<file path="src/hdl/serial_eeprom_read_master_assert.svh">
// Assertion macros shared by the serial EEPROM read master RTL.
`ifndef SERIAL_EEPROM_READ_MASTER_ASSERT_SVH
`define SERIAL_EEPROM_READ_MASTER_ASSERT_SVH

// Same-cycle implication, sampled on clk, off while rst_n is low.
`define SEM_ASSERT_NOW(label, ante, cons, msg) \
    label: assert property (@(posedge clk) disable iff (!rst_n) (ante) |-> (cons)) \
        else $error(msg);

// Next-cycle implication, sampled on clk, off while rst_n is low.
`define SEM_ASSERT_NEXT(label, ante, cons, msg) \
    label: assert property (@(posedge clk) disable iff (!rst_n) (ante) |=> (cons)) \
        else $error(msg);

`endif

</file>
<file path="src/hdl/sem_pkg.sv">
// Package: types and constants of the serial EEPROM read master.
package sem_pkg;

    localparam int PHASE_W = 4;

    localparam logic [PHASE_W-1:0] PH_IDLE     = 4'd0;
    localparam logic [PHASE_W-1:0] PH_TX_SET   = 4'd1;
    localparam logic [PHASE_W-1:0] PH_TX_HI    = 4'd2;
    localparam logic [PHASE_W-1:0] PH_TX_HOLD1 = 4'd3;
    localparam logic [PHASE_W-1:0] PH_TX_LO    = 4'd4;
    localparam logic [PHASE_W-1:0] PH_TX_HOLD2 = 4'd5;
    localparam logic [PHASE_W-1:0] PH_RX_HI    = 4'd6;
    localparam logic [PHASE_W-1:0] PH_RX_HOLD1 = 4'd7;
    localparam logic [PHASE_W-1:0] PH_RX_LO    = 4'd8;
    localparam logic [PHASE_W-1:0] PH_RX_HOLD2 = 4'd9;
    localparam logic [PHASE_W-1:0] PH_END      = 4'd10;
    localparam logic [PHASE_W-1:0] PH_END_HOLD = 4'd11;

    localparam int BIT_CNT_W  = 5;
    localparam int HOLD_W     = 8;
    localparam int WCOUNT_W   = 7;
    localparam int WORD_W     = 16;
    localparam int WADDR_W    = 6;

    // start bit + two opcode bits
    localparam logic [BIT_CNT_W-1:0] CMD_BITS  = 5'd3;
    localparam logic [BIT_CNT_W-1:0] OPC_ONES  = 5'd2;
    localparam logic [BIT_CNT_W-1:0] DATA_LAST = 5'd15;

    localparam logic [0:0] CFG_WORD_COUNT  = 1'b0;
    localparam logic [0:0] CFG_DELAY_TICKS = 1'b1;

    localparam logic [WCOUNT_W-1:0] WORD_COUNT_RST  = 7'd64;
    localparam logic [HOLD_W-1:0]   DELAY_TICKS_RST = 8'd27;

    typedef struct packed {
        logic rom_data_out;
        logic start_req;
    } in_item_t;

    typedef struct packed {
        logic                busy_res;
        logic                read_error;
        logic                last_word;
        logic [WADDR_W-1:0]  word_address;
        logic [WORD_W-1:0]   word_data;
        logic                word_valid;
        logic                rom_data_in;
        logic                serial_clock;
        logic                chip_select;
    } result_t;

endpackage

</file>
<file path="src/hdl/sem_in_reg.sv">
// Input register stage of the serial EEPROM read master.
module sem_in_reg
(
    input  logic              clk,
    input  logic              rst_n,
    input  logic              s_tvalid,
    output logic              s_tready,
    input  sem_pkg::in_item_t s_item,
    input  logic              adv,
    output logic              in_valid,
    output sem_pkg::in_item_t in_item
);

    logic              valid_reg;
    logic              valid_next;
    sem_pkg::in_item_t item_reg;

    assign s_tready   = !valid_reg || adv;
    assign valid_next = s_tready ? s_tvalid : valid_reg;

    always_ff @(posedge clk or negedge rst_n)
    begin
        if (!rst_n)
        begin
            valid_reg <= 1'b0;
        end
        else
        begin
            valid_reg <= valid_next;
        end
    end

    always_ff @(posedge clk)
    begin
        if (s_tready && s_tvalid)
        begin
            item_reg <= s_item;
        end
    end

    assign in_valid = valid_reg;
    assign in_item  = item_reg;

endmodule

</file>
<file path="src/hdl/sem_seq.sv">
// Pin sequencer: state registers and one-tick next-state and result logic.
module sem_seq
#(
    parameter int ADDR_BITS = 6,
    parameter int ROM_WORDS = 64
)
(
    input  logic                           clk,
    input  logic                           rst_n,
    input  logic                           adv,
    input  sem_pkg::in_item_t              item,
    input  logic [sem_pkg::WCOUNT_W-1:0]   word_count,
    input  logic [sem_pkg::HOLD_W-1:0]     delay_ticks,
    output sem_pkg::result_t               result
);

    localparam int AIDX_W = (ADDR_BITS > 1) ? $clog2(ADDR_BITS) : 1;
    localparam logic [sem_pkg::BIT_CNT_W-1:0] LAST_TX =
        sem_pkg::BIT_CNT_W'(3 + ADDR_BITS - 1);
    localparam logic [sem_pkg::BIT_CNT_W-1:0] ADDR_TOP =
        sem_pkg::BIT_CNT_W'(ADDR_BITS - 1);
    localparam logic [sem_pkg::BIT_CNT_W-1:0] ADDR_LEN =
        sem_pkg::BIT_CNT_W'(ADDR_BITS);

    logic [sem_pkg::PHASE_W-1:0]   phase_reg,  phase_next;
    logic [sem_pkg::HOLD_W-1:0]    hold_reg,   hold_next;
    logic [sem_pkg::BIT_CNT_W-1:0] bit_reg,    bit_next;
    logic [sem_pkg::WCOUNT_W-1:0]  wcnt_reg,   wcnt_next;
    logic [sem_pkg::WORD_W-1:0]    shift_reg,  shift_next;

    logic [sem_pkg::PHASE_W-1:0]   cur_ph;
    logic [sem_pkg::BIT_CNT_W-1:0] cur_bit;
    logic [sem_pkg::WCOUNT_W-1:0]  cur_wcnt;
    logic [sem_pkg::HOLD_W:0]      hold_inc;
    logic [sem_pkg::HOLD_W-1:0]    hold_len;
    logic                          hold_hit;
    logic [sem_pkg::WCOUNT_W-1:0]  wcnt_inc;
    logic                          tx_din;
    logic [ADDR_BITS-1:0]          addr_vec;
    logic [sem_pkg::BIT_CNT_W-1:0] addr_pos;
    logic [sem_pkg::BIT_CNT_W-1:0] addr_sh;

    // bit to send at position cur_bit: start, opcode, then address MSB first
    always_comb
    begin
        addr_vec = ADDR_BITS'(cur_wcnt);
        addr_pos = cur_bit - sem_pkg::CMD_BITS;
        addr_sh  = ADDR_TOP - addr_pos;
        if (cur_bit < sem_pkg::CMD_BITS)
        begin
            tx_din = (cur_bit < sem_pkg::OPC_ONES);
        end
        else if (addr_pos >= ADDR_LEN)
        begin
            tx_din = 1'b0;
        end
        else
        begin
            tx_din = addr_vec[addr_sh[AIDX_W-1:0]];
        end
    end

    assign hold_len = (delay_ticks == '0) ? sem_pkg::HOLD_W'(1) : delay_ticks;
    assign hold_inc = {1'b0, hold_reg} + 9'd1;
    assign hold_hit = hold_inc >= {1'b0, hold_len};
    assign wcnt_inc = cur_wcnt + 7'd1;

    always_comb
    begin
        cur_ph     = (phase_reg > sem_pkg::PH_END_HOLD) ? sem_pkg::PH_IDLE : phase_reg;
        cur_bit    = bit_reg;
        cur_wcnt   = wcnt_reg;
        hold_next  = hold_reg;
        shift_next = shift_reg;
        result     = '0;

        if (cur_ph == sem_pkg::PH_IDLE && item.start_req)
        begin
            if (int'(word_count) > ROM_WORDS)
            begin
                result.read_error = 1'b1;
            end
            else if (word_count != '0)
            begin
                cur_wcnt   = '0;
                cur_bit    = '0;
                hold_next  = '0;
                shift_next = '0;
                cur_ph     = sem_pkg::PH_TX_SET;
            end
        end

        phase_next = cur_ph;
        bit_next   = cur_bit;
        wcnt_next  = cur_wcnt;

        if (cur_ph != sem_pkg::PH_IDLE)
        begin
            result.busy_res     = 1'b1;
            result.word_address = cur_wcnt[sem_pkg::WADDR_W-1:0];
            result.chip_select  = 1'b1;
        end

        case (cur_ph)
            sem_pkg::PH_TX_SET:
            begin
                result.rom_data_in = tx_din;
                phase_next = sem_pkg::PH_TX_HI;
            end
            sem_pkg::PH_TX_HI:
            begin
                result.rom_data_in  = tx_din;
                result.serial_clock = 1'b1;
                hold_next  = '0;
                phase_next = sem_pkg::PH_TX_HOLD1;
            end
            sem_pkg::PH_TX_HOLD1:
            begin
                result.rom_data_in  = tx_din;
                result.serial_clock = 1'b1;
                hold_next = hold_hit ? '0 : hold_inc[sem_pkg::HOLD_W-1:0];
                if (hold_hit)
                begin
                    phase_next = sem_pkg::PH_TX_LO;
                end
            end
            sem_pkg::PH_TX_LO:
            begin
                result.rom_data_in = tx_din;
                hold_next  = '0;
                phase_next = sem_pkg::PH_TX_HOLD2;
            end
            sem_pkg::PH_TX_HOLD2:
            begin
                result.rom_data_in = tx_din;
                hold_next = hold_hit ? '0 : hold_inc[sem_pkg::HOLD_W-1:0];
                if (hold_hit)
                begin
                    if (cur_bit >= LAST_TX)
                    begin
                        // dummy bit must read low
                        if (item.rom_data_out)
                        begin
                            result.read_error = 1'b1;
                            phase_next = sem_pkg::PH_IDLE;
                        end
                        else
                        begin
                            bit_next   = '0;
                            shift_next = '0;
                            phase_next = sem_pkg::PH_RX_HI;
                        end
                    end
                    else
                    begin
                        bit_next   = cur_bit + 5'd1;
                        phase_next = sem_pkg::PH_TX_SET;
                    end
                end
            end
            sem_pkg::PH_RX_HI:
            begin
                result.serial_clock = 1'b1;
                hold_next  = '0;
                phase_next = sem_pkg::PH_RX_HOLD1;
            end
            sem_pkg::PH_RX_HOLD1:
            begin
                result.serial_clock = 1'b1;
                hold_next = hold_hit ? '0 : hold_inc[sem_pkg::HOLD_W-1:0];
                if (hold_hit)
                begin
                    shift_next = {shift_reg[sem_pkg::WORD_W-2:0], item.rom_data_out};
                    phase_next = sem_pkg::PH_RX_LO;
                end
            end
            sem_pkg::PH_RX_LO:
            begin
                hold_next  = '0;
                phase_next = sem_pkg::PH_RX_HOLD2;
            end
            sem_pkg::PH_RX_HOLD2:
            begin
                hold_next = hold_hit ? '0 : hold_inc[sem_pkg::HOLD_W-1:0];
                if (hold_hit)
                begin
                    if (cur_bit >= sem_pkg::DATA_LAST)
                    begin
                        phase_next = sem_pkg::PH_END;
                    end
                    else
                    begin
                        bit_next   = cur_bit + 5'd1;
                        phase_next = sem_pkg::PH_RX_HI;
                    end
                end
            end
            sem_pkg::PH_END:
            begin
                result.chip_select = 1'b0;
                result.word_valid  = 1'b1;
                result.word_data   = shift_reg;
                result.last_word   = ({1'b0, cur_wcnt} + 8'd1) >= {1'b0, word_count};
                hold_next  = '0;
                phase_next = sem_pkg::PH_END_HOLD;
            end
            sem_pkg::PH_END_HOLD:
            begin
                result.chip_select = 1'b0;
                hold_next = hold_hit ? '0 : hold_inc[sem_pkg::HOLD_W-1:0];
                if (hold_hit)
                begin
                    wcnt_next  = wcnt_inc;
                    bit_next   = '0;
                    shift_next = '0;
                    phase_next = (wcnt_inc >= word_count) ? sem_pkg::PH_IDLE
                                                          : sem_pkg::PH_TX_SET;
                end
            end
            default:
            begin
                phase_next = sem_pkg::PH_IDLE;
            end
        endcase
    end

    always_ff @(posedge clk or negedge rst_n)
    begin
        if (!rst_n)
        begin
            phase_reg <= sem_pkg::PH_IDLE;
            hold_reg  <= '0;
            bit_reg   <= '0;
            wcnt_reg  <= '0;
            shift_reg <= '0;
        end
        else if (adv)
        begin
            phase_reg <= phase_next;
            hold_reg  <= hold_next;
            bit_reg   <= bit_next;
            wcnt_reg  <= wcnt_next;
            shift_reg <= shift_next;
        end
    end

endmodule

</file>
<file path="src/hdl/serial_eeprom_read_master.sv">
// Top level of the three-wire serial EEPROM read master.
//
// Each input item is one tick of the pin sequencer: a start request and the
// sampled EEPROM data-out level. Each item gives exactly one result item with
// the pin levels for that tick (chip select, serial clock, data in) plus word
// status. A start while idle reads words 0 .. word_count-1: per word the
// block sends start bit 1, opcode 10 and ADDR_BITS address bits MSB first,
// checks that the dummy bit reads 0 (else read_error and abort), shifts in 16
// data bits MSB first and presents the word on the tick that drops chip
// select. Clock-high and clock-low levels are each followed by a hold of
// delay_ticks ticks (0 acts as 1). A start with word_count above ROM_WORDS
// gives one read_error item and the block stays idle.
// Rate: one item per clock while m_tready does not hold the output. Path: an
// input register, then the sequencer state update and result logic, which
// loads the result register. The result register is freed by m_tready in the
// same cycle, so a stalled output only backs up the input register.
// Configuration writes are always accepted (cfg_ready is high) and are meant
// to be issued while the block is idle.
module serial_eeprom_read_master
#(
    parameter int ADDR_BITS = 6,
    parameter int ROM_WORDS = 64
)
(
    input  logic        clk,
    input  logic        rst_n,

    input  logic        s_tvalid,
    output logic        s_tready,
    input  logic [7:0]  s_tdata,    // [0] start_req, [1] rom_data_out, [7:2] zero

    output logic        m_tvalid,
    input  logic        m_tready,
    // [0] chip_select, [1] serial_clock, [2] rom_data_in, [18:3] word_data,
    // [24:19] word_address, [25] read_error, [26] busy_res, [31:27] zero
    output logic [31:0] m_tdata,
    output logic        m_tuser,    // [0] word_valid
    output logic        m_tlast,    // last_word

    input  logic        cfg_valid,
    output logic        cfg_ready,
    input  logic [0:0]  cfg_index,  // 0 word_count, 1 delay_ticks
    input  logic [7:0]  cfg_data
);

`include "serial_eeprom_read_master_assert.svh"

    logic [sem_pkg::WCOUNT_W-1:0] word_count_reg;
    logic [sem_pkg::HOLD_W-1:0]   delay_ticks_reg;

    sem_pkg::in_item_t s_item;
    sem_pkg::in_item_t in_item;
    logic              in_valid;
    logic              adv;
    sem_pkg::result_t  seq_result;
    sem_pkg::result_t  res_reg;
    logic              m_valid_reg;
    logic              m_valid_next;

    assign s_item.start_req    = s_tdata[0];
    assign s_item.rom_data_out = s_tdata[1];

    // config registers
    assign cfg_ready = 1'b1;

    always_ff @(posedge clk or negedge rst_n)
    begin
        if (!rst_n)
        begin
            word_count_reg  <= sem_pkg::WORD_COUNT_RST;
            delay_ticks_reg <= sem_pkg::DELAY_TICKS_RST;
        end
        else if (cfg_valid && cfg_ready)
        begin
            case (cfg_index)
                sem_pkg::CFG_WORD_COUNT:  word_count_reg  <= cfg_data[sem_pkg::WCOUNT_W-1:0];
                sem_pkg::CFG_DELAY_TICKS: delay_ticks_reg <= cfg_data;
                default:                  word_count_reg  <= word_count_reg;
            endcase
        end
    end

    // one tick advances when the result register is free or draining
    assign adv = in_valid && (!m_valid_reg || m_tready);

    sem_in_reg u_in_reg
    (
        .clk      (clk),
        .rst_n    (rst_n),
        .s_tvalid (s_tvalid),
        .s_tready (s_tready),
        .s_item   (s_item),
        .adv      (adv),
        .in_valid (in_valid),
        .in_item  (in_item)
    );

    sem_seq
    #(
        .ADDR_BITS (ADDR_BITS),
        .ROM_WORDS (ROM_WORDS)
    )
    u_seq
    (
        .clk         (clk),
        .rst_n       (rst_n),
        .adv         (adv),
        .item        (in_item),
        .word_count  (word_count_reg),
        .delay_ticks (delay_ticks_reg),
        .result      (seq_result)
    );

    // result register
    assign m_valid_next = adv ? 1'b1 : (m_tready ? 1'b0 : m_valid_reg);

    always_ff @(posedge clk or negedge rst_n)
    begin
        if (!rst_n)
        begin
            m_valid_reg <= 1'b0;
        end
        else
        begin
            m_valid_reg <= m_valid_next;
        end
    end

    always_ff @(posedge clk)
    begin
        if (adv)
        begin
            res_reg <= seq_result;
        end
    end

    assign m_tvalid = m_valid_reg;
    assign m_tdata  = {5'd0,
                       res_reg.busy_res,
                       res_reg.read_error,
                       res_reg.word_address,
                       res_reg.word_data,
                       res_reg.rom_data_in,
                       res_reg.serial_clock,
                       res_reg.chip_select};
    assign m_tuser  = res_reg.word_valid;
    assign m_tlast  = res_reg.last_word;

    // a presented word comes with chip select low, inside a run
    `SEM_ASSERT_NOW(a_word_cs_low, m_valid_reg && res_reg.word_valid,
        !res_reg.chip_select && res_reg.busy_res && !res_reg.read_error,
        "word presented with chip select high or outside a run")

    // input side stalls only behind a stalled, full result register
    `SEM_ASSERT_NOW(a_stall_cause, !s_tready,
        in_valid && m_valid_reg && !m_tready,
        "input stalled without a stalled result")

    // a tick taken by the sequencer always lands in the result register
    `SEM_ASSERT_NEXT(a_adv_lands, adv, m_valid_reg,
        "sequencer tick not presented")

    // last flag only rides on a presented word
    `SEM_ASSERT_NOW(a_last_with_word, m_valid_reg && res_reg.last_word,
        res_reg.word_valid,
        "last flag without a word")

endmodule

</file>
<file path="config.mk">
export PLATFORM = sky130hd
export DESIGN_NAME = serial_eeprom_read_master
export DESIGN_NICKNAME = d
export VERILOG_FILES = /design/src/hdl/sem_pkg.sv /design/src/hdl/sem_in_reg.sv /design/src/hdl/sem_seq.sv /design/src/hdl/serial_eeprom_read_master.sv
export VERILOG_INCLUDE_DIRS = /design/src /design/src/hdl
export SDC_FILE = /design/constraint.sdc
export NUM_CORES = 1
export LEC_CHECK = 0
export BUFFER_PORTS_ARGS = -buffer_cell sky130_fd_sc_hd__buf_2
export CAP_MARGIN = 20
export CORE_MARGIN = 5
export CORE_UTILIZATION = 45
export CTS_CLUSTER_DIAMETER = 150
export DETAILED_ROUTE_END_ITERATION = 12
export GPL_ROUTABILITY_DRIVEN = 0
export GPL_TIMING_DRIVEN = 0
export SETUP_SLACK_MARGIN = 0.4
export SLEW_MARGIN = 10
export SYNTH_ARGS = -nofsm -noshare
export SYNTH_HDL_FRONTEND = slang
export SYNTH_HIERARCHICAL = 1
export SYNTH_SLANG_ARGS = --single-unit
</file>
<file path="constraint.sdc">
create_clock -name clk -period 10.5 [get_ports clk]
set_input_delay 1.575 -clock clk [delete_from_list [all_inputs] [get_ports clk]]
set_output_delay 1.575 -clock clk [all_outputs]
set_load 0.005 [all_outputs]
</file>
**Word-level counts from Yosys, hierarchy flattened**

Index checks and enable logic that the tools add are counted.

- Add/subtract/negate cells: 6
- $lt $le $gt $ge: 11
- Eq/ne operators: 12
- Multiplexer cells: 59
- Bitwise gates (word level): 1
- Reduce and logical (&&, ||, !) cells: 22

Operator list:

| kind | count |
|---|---|
| 16-bit 2-to-1 mux | 8 |
| 16-bit one-hot mux with 3 select lines | 1 |
| 5-bit 2-to-1 mux | 9 |
| 4-bit one-hot mux with 11 select lines | 1 |
| 4-bit 2-to-1 mux | 10 |
| 8-bit 2-to-1 mux | 5 |
| 7-bit 2-to-1 mux | 5 |
| 4-bit by 3-bit == test with 1-bit output, second input constant | 4 |
| 4-bit == test, second input constant | 4 |
| 8-bit one-hot mux with 2 select lines | 1 |
| 1-bit 2-to-1 mux | 15 |
| 5-bit one-hot mux with 3 select lines | 1 |
| 5-bit OR reduction | 3 |
| 5-bit by 4-bit >= comparator with 1-bit output, second input constant | 2 |
| 5-bit by 2-bit < comparator with 1-bit output, second input constant | 2 |
| 8-bit by 1-bit adder with 9-bit output, second input constant | 1 |
| 9-bit by 8-bit >= comparator with 1-bit output | 1 |
| 7-bit by 1-bit adder with 8-bit output, second input constant | 1 |
| 4-bit by 2-bit == test with 1-bit output, second input constant | 2 |
| 8-bit by 7-bit >= comparator with 1-bit output | 1 |
| 8-bit zero test | 1 |
| 7-bit by 1-bit adder with 7-bit output, second input constant | 1 |
| 7-bit >= comparator | 1 |
| 7-bit > comparator, second input constant | 1 |
| 23 further kinds | 30 |

- Flip-flop bits (word level): 88
- Output and inout bits: 37
- Logic and storage cells: 131

**Depth between registers and ports, before layout**

- Depth after elaboration: 11
- Gate-level depth with buffers: 16

**Modules after synthesis**

Netlist, hierarchy kept.

By module, submodules not included:

| module | times used | cells an instance | area each (um^2) | sequential area each (um^2) |
|---|---|---|---|---|
| sem_seq | 1 | 379 | 3258.1 | 1001.0 |
| serial_eeprom_read_master | 1 | 74 | 1575.3 | 1277.5 |
| sem_in_reg | 1 | 6 | 113.9 | 85.1 |

**Worst setup path before layout**

No wires, ideal clock.

- Kind: input -> output
- From: input port m_tready
- To: output port s_tready
- Data arrival time: 2.889 ns
- Slack: 6.036 ns
- Stages: 3
- Cell sequence: nand2b_1 > and2_1 > nand2b_4

- Longest elaborated chain between the ends: 3

RTL lines:

| item | RTL line | source |
|---|---|---|
| start, declared | serial_eeprom_read_master.sv:33 | `input logic m_tready,` |
| 1-bit logical OR | serial_eeprom_read_master.sv:84 | `assign adv = in_valid && (!m_valid_reg \|\| m_tready);` |
| 1-bit logical AND | serial_eeprom_read_master.sv:84 |  |
| via adv | serial_eeprom_read_master.sv:54 | `logic adv;` |
| 1-bit logical OR | sem_in_reg.sv:18 | `assign s_tready = !valid_reg \|\| adv;` |
| end, declared | serial_eeprom_read_master.sv:29 | `output logic s_tready,` |

The timed path passes the listed nets, and every way through them passes these cells.

**Worst setup path in the final report**

- From: register word_count_reg[0] in the netlist's numbering
- To: register res_reg (netlist bit m_tlast), data pin

- Longest elaborated chain between the ends: 6
- Elaborated cells on any way between the ends: 11
- Classes of those cells: add/sub: 1; order compare: 2; eq/ne: 1; mux: 6; reduce/logical: 1

RTL lines:

| item | RTL line | source |
|---|---|---|
| start, declared | serial_eeprom_read_master.sv:48 | `logic [sem_pkg::WCOUNT_W-1:0] word_count_reg;` |
| start signal, assigned | serial_eeprom_read_master.sv:70 | `word_count_reg <= sem_pkg::WORD_COUNT_RST;` |
| start signal, assigned | serial_eeprom_read_master.sv:76 | `sem_pkg::CFG_WORD_COUNT: word_count_reg <= cfg_data[sem_pkg::WCOUNT_W-1:0];` |
| start signal, assigned | serial_eeprom_read_master.sv:78 | `default: word_count_reg <= word_count_reg;` |
| branches (longest 6 deep; another with 7-bit by 1-bit adder with 8-bit output) | - |  |
| end signal, assigned | serial_eeprom_read_master.sv:133 | `res_reg <= seq_result;` |
| end, declared | serial_eeprom_read_master.sv:56 | `sem_pkg::result_t res_reg;` |

Several ways; the timed one is not identified.
A chain may end at the register's enable or synchronous reset.

==> impl_metrics.env <==
export IMPL_critPathLaunch="word_count_reg[0]"
export IMPL_dr_wl_met2_um=5030
export IMPL_critPathMaxFanout=10
export IMPL_firstDrtPassIters=5
export IMPL_cts_sinks=88
export IMPL_ctsHoldBuffers=0
export IMPL_syn_inst=459
export IMPL_worst_setup_path_start_kind="flop"
export IMPL_fp_dieArea_mm2=0.0132
export IMPL_slew_headroom_pct=32.3
export IMPL_coreArea_mm2=0.0108
export IMPL_placed_cells=650
export IMPL_cts_max_path_buffers=2
export IMPL_clkLatencyLatePin_ns=0.37
export IMPL_vias=3719
export IMPL_utilization_pct=51.7
export IMPL_cts_buffers=9
export IMPL_antenna_cells=0
export IMPL_post_route_min_period_ns=4.13
export IMPL_comb_power_share_pct=33.0
export IMPL_grt_use_total_pct=17.7
export IMPL_ios=59
export IMPL_maxSlewViolCount=0
export IMPL_drt_iter0_drc=262
export IMPL_crit_type="reg -> reg"
export IMPL_fmax_mhz=242
export IMPL_cts_tree="done"
export IMPL_crit_path_end_kind="flop"
export IMPL_dp_hpwl_um=7750
export IMPL_crit_chain="or4_4, or4_4, nand3_1, clkbuf_1, and2_1, ha_1, and3_1, nand3_1, xor2_1, nor2_1, ha_1, a21oi_1, o21a_1, a21boi_0"
export IMPL_layout_commonest_cell="dfrtp_1"
export IMPL_fin_nets=567
export IMPL_start_util_pct=45.8
export IMPL_path_delay_family="simple AND/OR/NAND/NOR gates"
export IMPL_setup_worst_path_end="m_tlast"
export IMPL_timing_critical_path_buf_inv=1
export IMPL_status="complete, no violations"
export IMPL_largest_register_ffs=27
export IMPL_async_flop_share_pct=64.8
export IMPL_viasPerCell=5.58
export IMPL_power_frac_seq_pct=43.2
export IMPL_finalCritPeriodShare_pct=39.4
export IMPL_antenna_found_initial=0
export IMPL_area_growth_synth_to_final_pct=12.8
export IMPL_htreeDepth=3
export IMPL_cts_setup_buffers=0
export IMPL_clkPwrFrac_pct=23.7
export IMPL_p_int_uw=609
export IMPL_cp_slowest_cell="or4_4"
export IMPL_fin_skew_ns=0.0160
export IMPL_overflow=0
export IMPL_r2r_end="m_tlast"
export IMPL_cts_root_buf="clkbuf_8"
export IMPL_io_buffers=46
export IMPL_antenna_left=0
export IMPL_switching_share_pct=36.5
export IMPL_ys_ff_latch=88
export IMPL_clkSlewWorstSetupHoldPaths_ns=0.10
export IMPL_grt_max_degree=58
export IMPL_reg2reg_slack_ns=6.37
export IMPL_power_density_mw_per_mm2=172
export IMPL_worstReg2RegStart="word_count_reg[0]"
export IMPL_top_layer="met4"
export IMPL_wl_met3_um=771
export IMPL_drv_cap=0
export IMPL_grt_first_pass_wirelength_um=18600
export IMPL_worst_hold_path_type="reg -> reg"
export IMPL_layout_common_cells="52 x dfrtp_1, 49 x buf_2, 31 x edfxtp_1"
export IMPL_p_leak_uw=0.00253
export IMPL_die_y_um=115
export IMPL_synthDistinctLibCells=67
export IMPL_wirelength_um=10900
export IMPL_peakVddDrop_mv=0.0877
export IMPL_cp_depth=14
export IMPL_yosys_warnings=6
export IMPL_fp_dieW_um=115
export IMPL_grt_pass1_vias=3823
export IMPL_syn_area_mm2=0.00495
export IMPL_syn_avg_cell_area_um2=10.8
export IMPL_required_ns=10.62
export IMPL_final_cells=667
export IMPL_netSwitchingPower_uw=350
export IMPL_synth_ff_type="dfrtp_1"
export IMPL_wl_per_cell_um=16.3
export IMPL_post_cts_resize_count=0
export IMPL_arrival_ns=4.25
export IMPL_total_power_uw=958
export IMPL_yosysSeqAreaShare_pct=47.8
export IMPL_rows=38
export IMPL_drt_met1_wl_um=4820
export IMPL_hold_viol=0
export IMPL_drc=0
export IMPL_synth_edf_count=31
export IMPL_cpPeakStageDelay_ns=0.57
export IMPL_setup_tns_ns=0
export IMPL_worstRegToRegCells=14
export IMPL_drive_gt1_share_pct=21.8
export IMPL_tightest_slew_ns=1.02
export IMPL_finalSetupViolations=0
export IMPL_rsz0062_at_grt="no"
## logic make-up after synthesis
family                     count (synthesis)  share of synthesized area [%]
AOI/OAI and AO/OA                        114                           17.6
DFF                                       88                           47.8
and+or+nand+nor                          145                           16.0
other                                      2                          0.152
adders and majority gates                 23                           5.82
buffers and inverters                     54                           5.23
muxes                                     19                           5.01
xor gates and xnor gates                  14                           2.48
## cells in the mapped netlist (4+ instances only)
library cell | instances | area (µm²)
and2_1 | 21 | 131
ha_1 | 23 | 288
xor2_1 | 6 | 52.6
a21o_1 | 9 | 67.6
mux2_4 | 7 | 105
nor2b_1 | 4 | 25.0
buf_4 | 6 | 45.0
a21oi_1 | 13 | 65.1
a22o_1 | 15 | 131
nor2_1 | 25 | 93.8
mux2_2 | 8 | 90.1
edfxtp_1 | 31 | 931
a32o_1 | 6 | 60.1
nand2_1 | 26 | 97.6
dfrtp_1 | 52 | 1300
nand3_1 | 19 | 95.1
inv_1 | 26 | 97.6
o21ai_0 | 17 | 85.1
o21bai_1 | 4 | 30.0
buf_6 | 4 | 45.0
xnor2_1 | 8 | 70.1
and3_1 | 12 | 75.1
dfstp_2 | 5 | 131
nor3_1 | 7 | 35.0
clkbuf_1 | 14 | 52.6
a31oi_1 | 12 | 75.1
nand2b_1 | 10 | 62.6
nor4_1 | 4 | 25.0
## stage by stage
stage | instance area, µm² | hold WS, ns | worst slack (ns)
after floorplan | 4960 | 0.464 | 6.04
after global placement | 5370 | 0.482 | 5.38
after detailed placement | 5390 | 0.487 | 6.36
after CTS | 5580 | 0.512 | 6.33
after global routing | 5580 | 0.540 | 6.04
final | 5580 | 0.514 | 6.37
## power groups by stage
stage / logic, µW / clock network [µW] / registers (µW)
6_report: 317 / 228 / 414
5_1_grt: 355 / 251 / 419
4_1_cts: 315 / 238 / 414
3_3_place_gp: 305 / 0 / 421
2_1_floorplan: 227 / 0 / 420
3_5_place_dp: 314 / 0 / 421
## layer usage
layer  track usage, %  up-vias
met3             4.74       24
met4             7.82        0
li1                 -     1804
met2             27.9      147
met5                0        -
met1             23.0     1744
## area by class of cell
| type | instances | area, µm² |
|---|---|---|
| Inverter | 26 | 97.6 |
| Sequential cell | 88 | 2360 |
| Fill cell | 979 | 5210 |
| Tap cell | 140 | 175 |
| Buffer | 28 | 161 |
| Multi-Input combinational cell | 321 | 2340 |
| Clock inverter | 7 | 62.6 |
| Clock buffer | 9 | 124 |
| Timing Repair Buffer | 48 | 258 |
## worst min path at each step
stage	startpoint	to	slack, ns	cells after the start
6_report	u_seq/shift_reg[15]	u_seq/shift_reg[15]	0.51	1
5_1_grt	m_tvalid	m_tvalid	0.54	2
4_1_cts	u_seq/shift_reg[15]	u_seq/shift_reg[15]	0.51	1
3_5_place_dp	u_seq/shift_reg[15]	u_seq/shift_reg[15]	0.49	1
3_3_place_gp	u_seq/shift_reg[15]	u_seq/shift_reg[15]	0.48	1
2_1_floorplan	u_seq/shift_reg[15]	u_seq/shift_reg[15]	0.46	1
(Power assumes the default switching activity.)
